### src/hdl/twtm_pkg.sv
// ----------------------------------------------------------------------------
// Timing wheel package
// Shared codes, types and constants.
// ----------------------------------------------------------------------------
package twtm_pkg;
  localparam int unsigned WheelSlotsDefault = 1024;
  localparam int unsigned TimerEntriesDefault = 16;
  localparam int unsigned TicksPerSecondDefault = 100;
  localparam int unsigned MsPerSecond = 1000;
  localparam int unsigned GenShift = 24;

  // interval_ms * ticks per second fits in ProdWidth bits for up to 1000 ticks
  localparam int unsigned ProdWidth = 26;
  localparam int unsigned RecipWidth = 27;
  localparam int unsigned DivShift = 36;
  localparam logic [RecipWidth-1:0] DivRecip =
    RecipWidth'(((64'd1 << DivShift) + 64'(MsPerSecond) - 64'd1) / 64'(MsPerSecond));

  localparam logic [1:0] ModeOff = 2'd0;
  localparam logic [1:0] ModeOnce = 2'd1;
  localparam logic [1:0] ModePeriodic = 2'd2;

  typedef enum logic [1:0] {
    ACT_TICK  = 2'd0,
    ACT_START = 2'd1,
    ACT_STOP  = 2'd2,
    ACT_NONE  = 2'd3
  } action_e;

  typedef enum logic [2:0] {
    ST_OK      = 3'd0,
    ST_NO_FREE = 3'd1,
    ST_TOO_LONG = 3'd2,
    ST_BAD_IDX = 3'd3,
    ST_STALE   = 3'd4,
    ST_INACTIVE = 3'd5
  } status_e;

  typedef struct packed {
    action_e     action;
    logic [31:0] ticks;
    logic        periodic;
    logic [31:0] user_param;
    logic [31:0] timer_handle;
  } cmd_t;

  typedef struct packed {
    logic        result_kind;
    status_e     status;
    logic [31:0] handle;
    logic [31:0] fired_param;
    logic        last;
  } res_t;
endpackage

### src/hdl/timing_wheel_timer_manager.sv
// Timer manager on a hashed timing wheel. Items enter one at a time: full is
// high for the cycle after each transfer other than ACT_NONE while the
// interval is scaled to slots, and stays high while the two-entry command
// queue is full. A start or stop reply passes the stage-0 register and the
// command queue before the back end registers it on the result ports. A
// tick scans the timer table one entry per cycle while no fired timer waits
// on an unpopped result; the back end takes no command until the scan ends.
// ----------------------------------------------------------------------------
// Timing wheel timer manager
// Top level: front end, command queue and back end.
// ----------------------------------------------------------------------------
module timing_wheel_timer_manager #(
  parameter int unsigned WHEEL_SLOTS      = twtm_pkg::WheelSlotsDefault,
  parameter int unsigned TIMER_ENTRIES    = twtm_pkg::TimerEntriesDefault,
  parameter int unsigned TICKS_PER_SECOND = twtm_pkg::TicksPerSecondDefault
) (
  input  logic        clk_i,
  input  logic        rst_ni,
  input  logic        push,
  output logic        full,
  input  logic [1:0]  action_i,
  input  logic [15:0] interval_ms_i,
  input  logic        periodic_i,
  input  logic [31:0] user_param_i,
  input  logic [31:0] timer_handle_i,
  output logic        empty,
  input  logic        pop,
  output logic        result_kind_o,
  output logic [2:0]  status_o,
  output logic [31:0] handle_o,
  output logic [31:0] fired_param_o,
  output logic        last_o
);
  import twtm_pkg::*;

  cmd_t cmd;
  res_t res;
  logic cmd_valid, cmd_take;

  twtm_front #(.TICKS_PER_SECOND(TICKS_PER_SECOND)) u_front (
    .clk_i, .rst_ni, .push_i(push), .full_o(full), .action_i, .interval_ms_i,
    .periodic_i, .user_param_i, .timer_handle_i, .cmd_valid_o(cmd_valid),
    .cmd_take_i(cmd_take), .cmd_o(cmd)
  );

  twtm_back #(.WHEEL_SLOTS(WHEEL_SLOTS), .TIMER_ENTRIES(TIMER_ENTRIES)) u_back (
    .clk_i, .rst_ni, .cmd_valid_i(cmd_valid), .cmd_take_o(cmd_take), .cmd_i(cmd),
    .empty_o(empty), .pop_i(pop), .res_o(res)
  );

  assign result_kind_o = res.result_kind;
  assign status_o      = res.status;
  assign handle_o      = res.handle;
  assign fired_param_o = res.fired_param;
  assign last_o        = res.last;
endmodule

### src/hdl/twtm_front.sv
// ----------------------------------------------------------------------------
// Timing wheel front end
// Accepts commands, converts intervals to slot counts, queues them.
// ----------------------------------------------------------------------------
module twtm_front #(
  parameter int unsigned TICKS_PER_SECOND = twtm_pkg::TicksPerSecondDefault
) (
  input  logic           clk_i,
  input  logic           rst_ni,
  input  logic           push_i,
  output logic           full_o,
  input  logic [1:0]     action_i,
  input  logic [15:0]    interval_ms_i,
  input  logic           periodic_i,
  input  logic [31:0]    user_param_i,
  input  logic [31:0]    timer_handle_i,
  output logic           cmd_valid_o,
  input  logic           cmd_take_i,
  output twtm_pkg::cmd_t cmd_o
);
  import twtm_pkg::*;

  // stage 0: capture and multiply; stage 1: reciprocal divide; queue of 2
  logic                            s0_v_q;
  logic [1:0]                      s0_act_q;
  logic [ProdWidth-1:0]            s0_prod_q;
  logic                            s0_per_q;
  logic [31:0]                     s0_up_q, s0_th_q;
  cmd_t                            fifo_q [2];
  logic                            wr_q, rd_q;
  logic [1:0]                      cnt_q;
  logic                            s0_go;
  logic [ProdWidth+RecipWidth-1:0] quot;

  assign full_o = s0_v_q;
  assign s0_go = s0_v_q && (cnt_q != 2'd2);
  assign quot = (ProdWidth+RecipWidth)'(s0_prod_q) * (ProdWidth+RecipWidth)'(DivRecip);

  always_ff @(posedge clk_i or negedge rst_ni) begin
    if (!rst_ni) begin
      s0_v_q <= 1'b0;
    end else if (push_i && !full_o && action_e'(action_i) != ACT_NONE) begin
      s0_v_q <= 1'b1;
    end else if (s0_go) begin
      s0_v_q <= 1'b0;
    end
  end

  always_ff @(posedge clk_i) begin
    if (push_i && !full_o) begin
      s0_act_q  <= action_i;
      s0_prod_q <= ProdWidth'(interval_ms_i) * ProdWidth'(TICKS_PER_SECOND);
      s0_per_q  <= periodic_i;
      s0_up_q   <= user_param_i;
      s0_th_q   <= timer_handle_i;
    end
  end

  always_ff @(posedge clk_i or negedge rst_ni) begin
    if (!rst_ni) begin
      wr_q  <= 1'b0;
      rd_q  <= 1'b0;
      cnt_q <= 2'd0;
    end else begin
      if (s0_go) wr_q <= ~wr_q;
      if (cmd_take_i && cnt_q != 2'd0) rd_q <= ~rd_q;
      cnt_q <= cnt_q + 2'(s0_go) - 2'(cmd_take_i && cnt_q != 2'd0);
    end
  end

  always_ff @(posedge clk_i) begin
    if (s0_go) begin
      fifo_q[wr_q].action       <= action_e'(s0_act_q);
      fifo_q[wr_q].ticks        <= 32'(quot[ProdWidth+RecipWidth-1:DivShift]);
      fifo_q[wr_q].periodic     <= s0_per_q;
      fifo_q[wr_q].user_param   <= s0_up_q;
      fifo_q[wr_q].timer_handle <= s0_th_q;
    end
  end

  assign cmd_valid_o = cnt_q != 2'd0;
  assign cmd_o = fifo_q[rd_q];
endmodule

### src/hdl/twtm_back.sv
// ----------------------------------------------------------------------------
// Timing wheel back end
// Holds the timer table and free list, executes commands, scans on tick.
// ----------------------------------------------------------------------------
module twtm_back #(
  parameter int unsigned WHEEL_SLOTS   = twtm_pkg::WheelSlotsDefault,
  parameter int unsigned TIMER_ENTRIES = twtm_pkg::TimerEntriesDefault
) (
  input  logic           clk_i,
  input  logic           rst_ni,
  input  logic           cmd_valid_i,
  output logic           cmd_take_o,
  input  twtm_pkg::cmd_t cmd_i,
  output logic           empty_o,
  input  logic           pop_i,
  output twtm_pkg::res_t res_o
);
  import twtm_pkg::*;

  localparam int unsigned SW = (WHEEL_SLOTS > 1) ? $clog2(WHEEL_SLOTS) : 1;
  localparam int unsigned IW = $clog2(TIMER_ENTRIES);
  localparam int unsigned CW = $clog2(TIMER_ENTRIES + 1);

  typedef enum logic [1:0] {
    S_IDLE = 2'b01,
    S_SCAN = 2'b10
  } state_e;

  state_e                   state_q, state_d;
  logic [SW-1:0]            slot_q;
  logic [1:0]               mode_q [TIMER_ENTRIES];
  logic [7:0]               gen_q  [TIMER_ENTRIES];
  logic [SW-1:0]            due_q  [TIMER_ENTRIES];
  logic [SW-1:0]            per_q  [TIMER_ENTRIES];
  logic [31:0]              par_q  [TIMER_ENTRIES];
  logic [IW-1:0]            ff_q   [TIMER_ENTRIES];
  logic [IW-1:0]            head_q;
  logic [CW-1:0]            cnt_q;
  logic [IW-1:0]            scan_q;
  logic [TIMER_ENTRIES-1:0] hits_q;
  res_t                     out_q;
  logic                     out_v_q;

  logic                     out_free;
  logic                     take_tick, take_start, take_stop;
  logic                     start_ok, stop_ok;
  logic                     fire, fire_go, fire_last;
  logic                     scan_step, scan_done;
  logic                     load_res;
  res_t                     res_d;
  status_e                  cmd_status;
  logic [TIMER_ENTRIES-1:0] hits_d;
  logic [IW-1:0]            idx, newi, tail, head_next;
  logic [7:0]               hgen, newgen;
  logic [SW-1:0]            start_due, fire_due, slot_next;

  function automatic logic [IW-1:0] idx_add(logic [IW-1:0] a, logic [CW-1:0] b);
    logic [CW:0] s;
    s = (CW+1)'(a) + (CW+1)'(b);
    if (s >= (CW+1)'(TIMER_ENTRIES)) s = s - (CW+1)'(TIMER_ENTRIES);
    return IW'(s);
  endfunction

  function automatic logic [SW-1:0] slot_add(logic [SW-1:0] a, logic [SW-1:0] b);
    logic [SW:0] s;
    s = {1'b0, a} + {1'b0, b};
    if (s >= (SW+1)'(WHEEL_SLOTS)) s = s - (SW+1)'(WHEEL_SLOTS);
    return s[SW-1:0];
  endfunction

  assign empty_o = !out_v_q;
  assign res_o   = out_q;
  assign out_free = !out_v_q || pop_i;

  assign cmd_take_o = state_q == S_IDLE && cmd_valid_i && out_free;
  assign take_tick  = cmd_take_o && cmd_i.action == ACT_TICK;
  assign take_start = cmd_take_o && cmd_i.action == ACT_START;
  assign take_stop  = cmd_take_o && cmd_i.action == ACT_STOP;

  assign idx       = cmd_i.timer_handle[IW-1:0];
  assign hgen      = cmd_i.timer_handle[31:24];
  assign newi      = ff_q[head_q];
  assign newgen    = gen_q[newi] + 8'd1;
  assign tail      = idx_add(head_q, cnt_q);
  assign head_next = idx_add(head_q, CW'(1));
  assign start_due = slot_add(slot_q, SW'(cmd_i.ticks));
  assign fire_due  = slot_add(slot_q, (per_q[scan_q] == '0) ? SW'(1) : per_q[scan_q]);
  assign slot_next = slot_add(slot_q, SW'(1));

  assign fire      = state_q == S_SCAN && hits_q[scan_q];
  assign fire_go   = fire && out_free;
  assign fire_last = ((hits_q >> scan_q) >> 1) == '0;
  assign scan_step = state_q == S_SCAN && (!fire || out_free);
  assign scan_done = scan_step && scan_q == IW'(TIMER_ENTRIES - 1);

  always_comb begin
    hits_d = '0;
    for (int i = 1; i < TIMER_ENTRIES; i++) begin
      hits_d[i] = mode_q[i] != ModeOff && due_q[i] == slot_q;
    end
  end

  always_comb begin
    cmd_status = ST_OK;
    start_ok   = 1'b0;
    stop_ok    = 1'b0;
    if (cmd_i.action == ACT_START) begin
      if (cnt_q == '0) begin
        cmd_status = ST_NO_FREE;
      end else if (cmd_i.ticks >= 32'(WHEEL_SLOTS)) begin
        cmd_status = ST_TOO_LONG;
      end else begin
        start_ok = 1'b1;
      end
    end else begin
      if (cmd_i.timer_handle[23:0] == 24'd0
          || cmd_i.timer_handle[23:0] >= 24'(TIMER_ENTRIES)) begin
        cmd_status = ST_BAD_IDX;
      end else if (gen_q[idx] != hgen) begin
        cmd_status = ST_STALE;
      end else if (mode_q[idx] == ModeOff) begin
        cmd_status = ST_INACTIVE;
      end else begin
        stop_ok = 1'b1;
      end
    end
  end

  always_comb begin
    load_res = 1'b0;
    res_d = '{1'b0, ST_OK, 32'd0, 32'd0, 1'b1};
    if (take_start || take_stop) begin
      load_res = 1'b1;
      res_d.status = cmd_status;
      if (start_ok) begin
        res_d.handle = {newgen, 24'(newi)};
      end else if (stop_ok) begin
        res_d.handle = cmd_i.timer_handle;
      end
    end else if (fire_go) begin
      load_res = 1'b1;
      res_d = '{1'b1, ST_OK, {gen_q[scan_q], 24'(scan_q)}, par_q[scan_q], fire_last};
    end
  end

  always_comb begin
    state_d = state_q;
    unique case (state_q)
      S_IDLE: if (take_tick) state_d = S_SCAN;
      S_SCAN: if (scan_done) state_d = S_IDLE;
      default: state_d = S_IDLE;
    endcase
  end

  always_ff @(posedge clk_i or negedge rst_ni) begin
    if (!rst_ni) begin
      state_q <= S_IDLE;
      slot_q  <= '0;
      head_q  <= '0;
      cnt_q   <= CW'(TIMER_ENTRIES - 1);
      scan_q  <= '0;
      hits_q  <= '0;
      out_v_q <= 1'b0;
      for (int i = 0; i < TIMER_ENTRIES; i++) begin
        mode_q[i] <= ModeOff;
        gen_q[i]  <= 8'd0;
        ff_q[i]   <= IW'((i + 1) % TIMER_ENTRIES);
      end
    end else begin
      state_q <= state_d;
      if (load_res) out_v_q <= 1'b1;
      else if (pop_i) out_v_q <= 1'b0;
      if (take_tick) begin
        hits_q <= hits_d;
        scan_q <= IW'(1);
      end else if (scan_step) begin
        scan_q <= scan_q + 1'b1;
      end
      if (scan_done) slot_q <= slot_next;
      if (take_start && start_ok) begin
        head_q       <= head_next;
        cnt_q        <= cnt_q - 1'b1;
        gen_q[newi]  <= newgen;
        mode_q[newi] <= cmd_i.periodic ? ModePeriodic : ModeOnce;
      end else if (take_stop && stop_ok) begin
        mode_q[idx] <= ModeOff;
        ff_q[tail]  <= idx;
        cnt_q       <= cnt_q + 1'b1;
      end else if (fire_go && mode_q[scan_q] != ModePeriodic) begin
        mode_q[scan_q] <= ModeOff;
        ff_q[tail]     <= scan_q;
        cnt_q          <= cnt_q + 1'b1;
      end
    end
  end

  always_ff @(posedge clk_i) begin
    if (load_res) out_q <= res_d;
    if (take_start && start_ok) begin
      par_q[newi] <= cmd_i.user_param;
      per_q[newi] <= SW'(cmd_i.ticks);
      due_q[newi] <= start_due;
    end else if (fire_go && mode_q[scan_q] == ModePeriodic) begin
      due_q[scan_q] <= fire_due;
    end
  end
endmodule

### config.mk
export PLATFORM = sky130hd
export DESIGN_NAME = timing_wheel_timer_manager
export DESIGN_NICKNAME = d
export VERILOG_FILES = /design/src/hdl/twtm_pkg.sv /design/src/hdl/timing_wheel_timer_manager.sv /design/src/hdl/twtm_front.sv /design/src/hdl/twtm_back.sv
export SDC_FILE = /design/constraint.sdc
export NUM_CORES = 2
export LEC_CHECK = 0
export CORE_ASPECT_RATIO = 0.6
export CORE_MARGIN = 5
export CORE_UTILIZATION = 40
export DETAILED_ROUTE_END_ITERATION = 8
export DONT_BUFFER_PORTS = 1
export PLACE_DENSITY = 0.61
export SLEW_MARGIN = 25
export SYNTH_ARGS = -nofsm -noshare
export SYNTH_HDL_FRONTEND = slang
export SYNTH_SLANG_ARGS = --single-unit
### constraint.sdc
create_clock -name clk_i -period 8.3 [get_ports clk_i]
set_input_delay 0.83 -clock clk_i [delete_from_list [all_inputs] [get_ports clk_i]]
set_output_delay 0.83 -clock clk_i [all_outputs]
set_load 0.02 [all_outputs]
==> flow_metrics.env <==
export IMPL_run_status="finished clean"
export IMPL_max_freq_mhz=139
export IMPL_remaining_drc_errors=0
export IMPL_grt_start_max_net_pins=234
export IMPL_cts_made_buffers=144
export IMPL_relSlewSlack=0.244
export IMPL_placementRows=117
export IMPL_synthDistinctLibCells=95
export IMPL_seq_area_frac_synth=0.599
export IMPL_cts_sinks=1411
export IMPL_drive_above_1_share=0.179
export IMPL_mappedNetlistArea_um2=68600
export IMPL_grt_overflow_total=0
export IMPL_vias_per_cell=5.64
export IMPL_place_detailed_instances=6637
export IMPL_io_buffer_count=0
export IMPL_syn_to_final_growth_pct=11.3
export IMPL_critical_path_slowest_cell="sky130_fd_sc_hd__fa_1"
export IMPL_dr_first_iter_drc_count=4401
export IMPL_min_path_cells=0
export IMPL_worst_path_buf_inv=7
export IMPL_worst_slack_ns=1.11
export IMPL_worst_r2r_startpoint="u_front.s0_prod_q[12]"
export IMPL_min_path_type="in2reg"
export IMPL_gate_count_of_the_mapped_netlist=4469
export IMPL_worstHoldStart="user_param_i[23]"
export IMPL_async_reset_ff_frac=0.191
export IMPL_setup_reg_to_reg_worst_slack_ns=1.11
export IMPL_ys_ff_latch=1411
export IMPL_cp_num_cells=25
export IMPL_start_util=0.403
export IMPL_num_vias=38900
export IMPL_insertion_delay_ns=0.81
export IMPL_worstSetupStartpointType="register"
export IMPL_antenna_left=0
export IMPL_worstPathRequired_ns=8.80
export IMPL_setup_tns_final_ns=0
export IMPL_cts_max_path_buffers=4
export IMPL_drtPass1Iterations=6
export IMPL_die_area_um2=180000
export IMPL_worstMarginPinSlew_ns=1.13
export IMPL_nNetsFinal=5096
export IMPL_die_h_um=331
export IMPL_number_of_cells_on_the_worst_reg_to_reg_path=25
export IMPL_synth_largest_area_cell="sky130_fd_sc_hd__edfxtp_1"
export IMPL_ctsRootBufferMaster="sky130_fd_sc_hd__clkbuf_16"
export IMPL_netlist_top_cells_area="sky130_fd_sc_hd__edfxtp_1 (50%), sky130_fd_sc_hd__mux4_2 (9.1%), sky130_fd_sc_hd__dfrtp_1 (8.5%)"
export IMPL_synth_enable_flop_cells=1141
export IMPL_synthesis_yosys_warnings=0
export IMPL_grt_setup_unrepaired="false"
export IMPL_worstPathArrival_ns=7.69
export IMPL_drt_wirelength_per_cell_um=26.2
export IMPL_min_period_over_period=0.866
export IMPL_totalWireLength_um=181000
export IMPL_synth_top_area_share=0.500
export IMPL_htreeDepth=4
export IMPL_cpPeakStageDelay_ns=0.56
export IMPL_top_library_cells_by_usage_in_the_layout_fill_and_taps_aside="sky130_fd_sc_hd__edfxtp_1 (1,141), sky130_fd_sc_hd__inv_1 (385), sky130_fd_sc_hd__ha_1 (304)"
export IMPL_global_route_usage_total=0.200
export IMPL_cpMostUsedCell="sky130_fd_sc_hd__inv_1"
export IMPL_critical_path_top_delay_family="adder cells"
export IMPL_hold_slack_ns=0.123
export IMPL_critPathKind="reg2reg"
export IMPL_cts_clk_slew_worst_paths_ns=0.06
export IMPL_synth_area_per_cell_um2=15.3
export IMPL_place_hpwl_um=115000
export IMPL_finalSetupViolCount=0
export IMPL_r2r_end="u_front.fifo_q[0][78]"
export IMPL_critPathMaxFanout=8
export IMPL_maxCapViolations=0
export IMPL_timing_max_transition_violations_final=0
export IMPL_most_common_cell_after_layout_fill_and_taps_aside="sky130_fd_sc_hd__edfxtp_1"
export IMPL_coreArea_um2=170000
export IMPL_cts_post_setup_buffers_inserted=0
export IMPL_die_x_um=544
export IMPL_tritoncts_clock_tree="built"
export IMPL_grt_pass1_vias=39000
export IMPL_post_layout_nonfiller_instances=6896
export IMPL_clock_skew_ns=0.0684
export IMPL_boundaryPins=158
export IMPL_timing_critical_path_to_type="register"
export IMPL_synth_top_flop_cell="sky130_fd_sc_hd__edfxtp_1"
export IMPL_antenna_found_initial=15
export IMPL_pre_cts_ws_ns=1.17
export IMPL_fill_cell_total_of_the_finished_layout=14900
export IMPL_place_gp_congestion=0.903
export IMPL_final_hold_violating_endpoints=0
export IMPL_final_period_minus_worst_setup_slack_ns=7.19
export IMPL_grt_first_pass_wirelength_um=267000
export IMPL_worstHoldEndpoint="u_front.s0_up_q[23]"
==> worst register-to-register path, delay by kind of cell, from the launching register on <==
family | cells | cell delay (ns)
DFF | 1 | 0.55
adders and majority gates | 8 | 3.45
buffers and inverters | 7 | 0.64
AOI/OAI and AO/OA | 10 | 2.29
==> final cells by class <==
type                            instances  area [um^2]  area share
Timing Repair Buffer                   98          988      0.0130
Clock inverter                         72          754     0.00989
Sequential cell                      1411        41100       0.538
Tap cell                             2261         2830      0.0371
Multi-Input combinational cell       2471        25400       0.333
Clock buffer                          176         3730      0.0489
Inverter                              402         1510      0.0198
Antenna cell                            5         12.5    0.000164
==> per-stage QoR <==
| step | util | area [um^2] |
|---|---|---|
| floorplan | - | 68600 |
| global placement | 0.421 | 71500 |
| detailed placement | 0.421 | 71600 |
| CTS | 0.448 | 76200 |
| global route | 0.449 | 76300 |
| finish | 0.449 | 76300 |
==> metal layers <==
| layer | up-vias | routed length [um] | track usage |
|---|---|---|---|
| li1 | 16800 | - | - |
| met1 | 20000 | 85900 | 0.319 |
| met2 | 1839 | 72800 | 0.270 |
| met3 | 236 | 18700 | 0.0558 |
| met4 | 8 | 3190 | 0.0388 |
| met5 | - | 61 | 0 |
==> cells in the mapped netlist, types with 9 or more instances <==
| master | instances |
|---|---|
| sky130_fd_sc_hd__a211oi_1 | 14 |
| sky130_fd_sc_hd__a21o_1 | 33 |
| sky130_fd_sc_hd__a21oi_1 | 161 |
| sky130_fd_sc_hd__a22o_1 | 35 |
| sky130_fd_sc_hd__a311oi_1 | 15 |
| sky130_fd_sc_hd__a31oi_1 | 13 |
| sky130_fd_sc_hd__and3_1 | 54 |
| sky130_fd_sc_hd__buf_1 | 25 |
| sky130_fd_sc_hd__buf_2 | 19 |
| sky130_fd_sc_hd__buf_4 | 10 |
| sky130_fd_sc_hd__buf_6 | 9 |
| sky130_fd_sc_hd__clkbuf_1 | 139 |
| sky130_fd_sc_hd__dfrtp_1 | 233 |
| sky130_fd_sc_hd__dfstp_2 | 37 |
| sky130_fd_sc_hd__edfxtp_1 | 1141 |
| sky130_fd_sc_hd__fa_1 | 177 |
| sky130_fd_sc_hd__ha_1 | 304 |
| sky130_fd_sc_hd__inv_1 | 397 |
| sky130_fd_sc_hd__mux2_2 | 124 |
| sky130_fd_sc_hd__mux2i_1 | 89 |
| sky130_fd_sc_hd__mux4_2 | 276 |
| sky130_fd_sc_hd__nand2_1 | 288 |
| sky130_fd_sc_hd__nand2b_1 | 11 |
| sky130_fd_sc_hd__nand3_1 | 45 |
| sky130_fd_sc_hd__nand3b_1 | 16 |
| sky130_fd_sc_hd__nand4_1 | 26 |
| sky130_fd_sc_hd__nor2_1 | 103 |
| sky130_fd_sc_hd__nor2b_1 | 15 |
| sky130_fd_sc_hd__nor3_1 | 26 |
| sky130_fd_sc_hd__nor4_1 | 36 |
| sky130_fd_sc_hd__o211ai_1 | 37 |
| sky130_fd_sc_hd__o21ai_0 | 133 |
| sky130_fd_sc_hd__o21ai_2 | 19 |
| sky130_fd_sc_hd__o21bai_1 | 11 |
| sky130_fd_sc_hd__o22ai_1 | 15 |
| sky130_fd_sc_hd__o32ai_1 | 14 |
| sky130_fd_sc_hd__o41ai_1 | 17 |
| sky130_fd_sc_hd__xnor2_1 | 97 |
| sky130_fd_sc_hd__xor2_1 | 131 |
==> logic make-up (layout without fill, tap and decap cells) <==
group	after synthesis	in the layout	synth area share
DFF	1411	1411	0.599
and+or+nand+nor	663	663	0.0469
buffers and inverters	606	748	0.0351
AOI/OAI and AO/OA	581	581	0.0563
muxes	495	495	0.126
adders and majority gates	481	481	0.107
xor gates and xnor gates	231	231	0.0298
other	1	25	0.0000547
==> how the worst max path moves through the flow <==
stage                          startpoint                    end  slack [ns]
finish              u_front.s0_prod_q[12]  u_front.fifo_q[0][78]        1.11
global route        u_front.s0_prod_q[12]  u_front.fifo_q[0][77]        0.86
CTS                 u_front.s0_prod_q[12]  u_front.fifo_q[1][78]        1.17
detailed placement  u_front.s0_prod_q[12]  u_front.fifo_q[1][78]        1.17
global placement    u_front.s0_prod_q[12]  u_front.fifo_q[0][77]        1.28
floorplan           u_front.s0_prod_q[11]  u_front.fifo_q[0][77]        1.78
==> flip-flops by register name (all words and copies together), names as in the netlist, 2 cells and up <==
name,count
u_front.s0_up_q,32
u_back.mode_q,32
u_back.par_q,512
u_front.s0_prod_q,21
u_back.per_q,160
u_back.ff_q,64
u_back.cnt_q,5
u_back.res_o,69
u_back.slot_q,10
u_back.due_q,150
u_front.cnt_q,2
u_front.s0_th_q,32
u_back.state_q,2
u_front.fifo_q,162
u_back.gen_q,128
u_back.scan_q,4
u_front.s0_act_q,2
u_back.head_q,4
u_back.hits_q,15
==> repair_timing <==
item	in CTS	in global routing
hold buffers	2	1
hold endpoints to repair	233	9
resized for setup	0	0
endpoints found under the setup margin	0	0
Power is not shown: default switching activity piles up to over one toggle a cycle in this logic, so the estimate is an artifact.
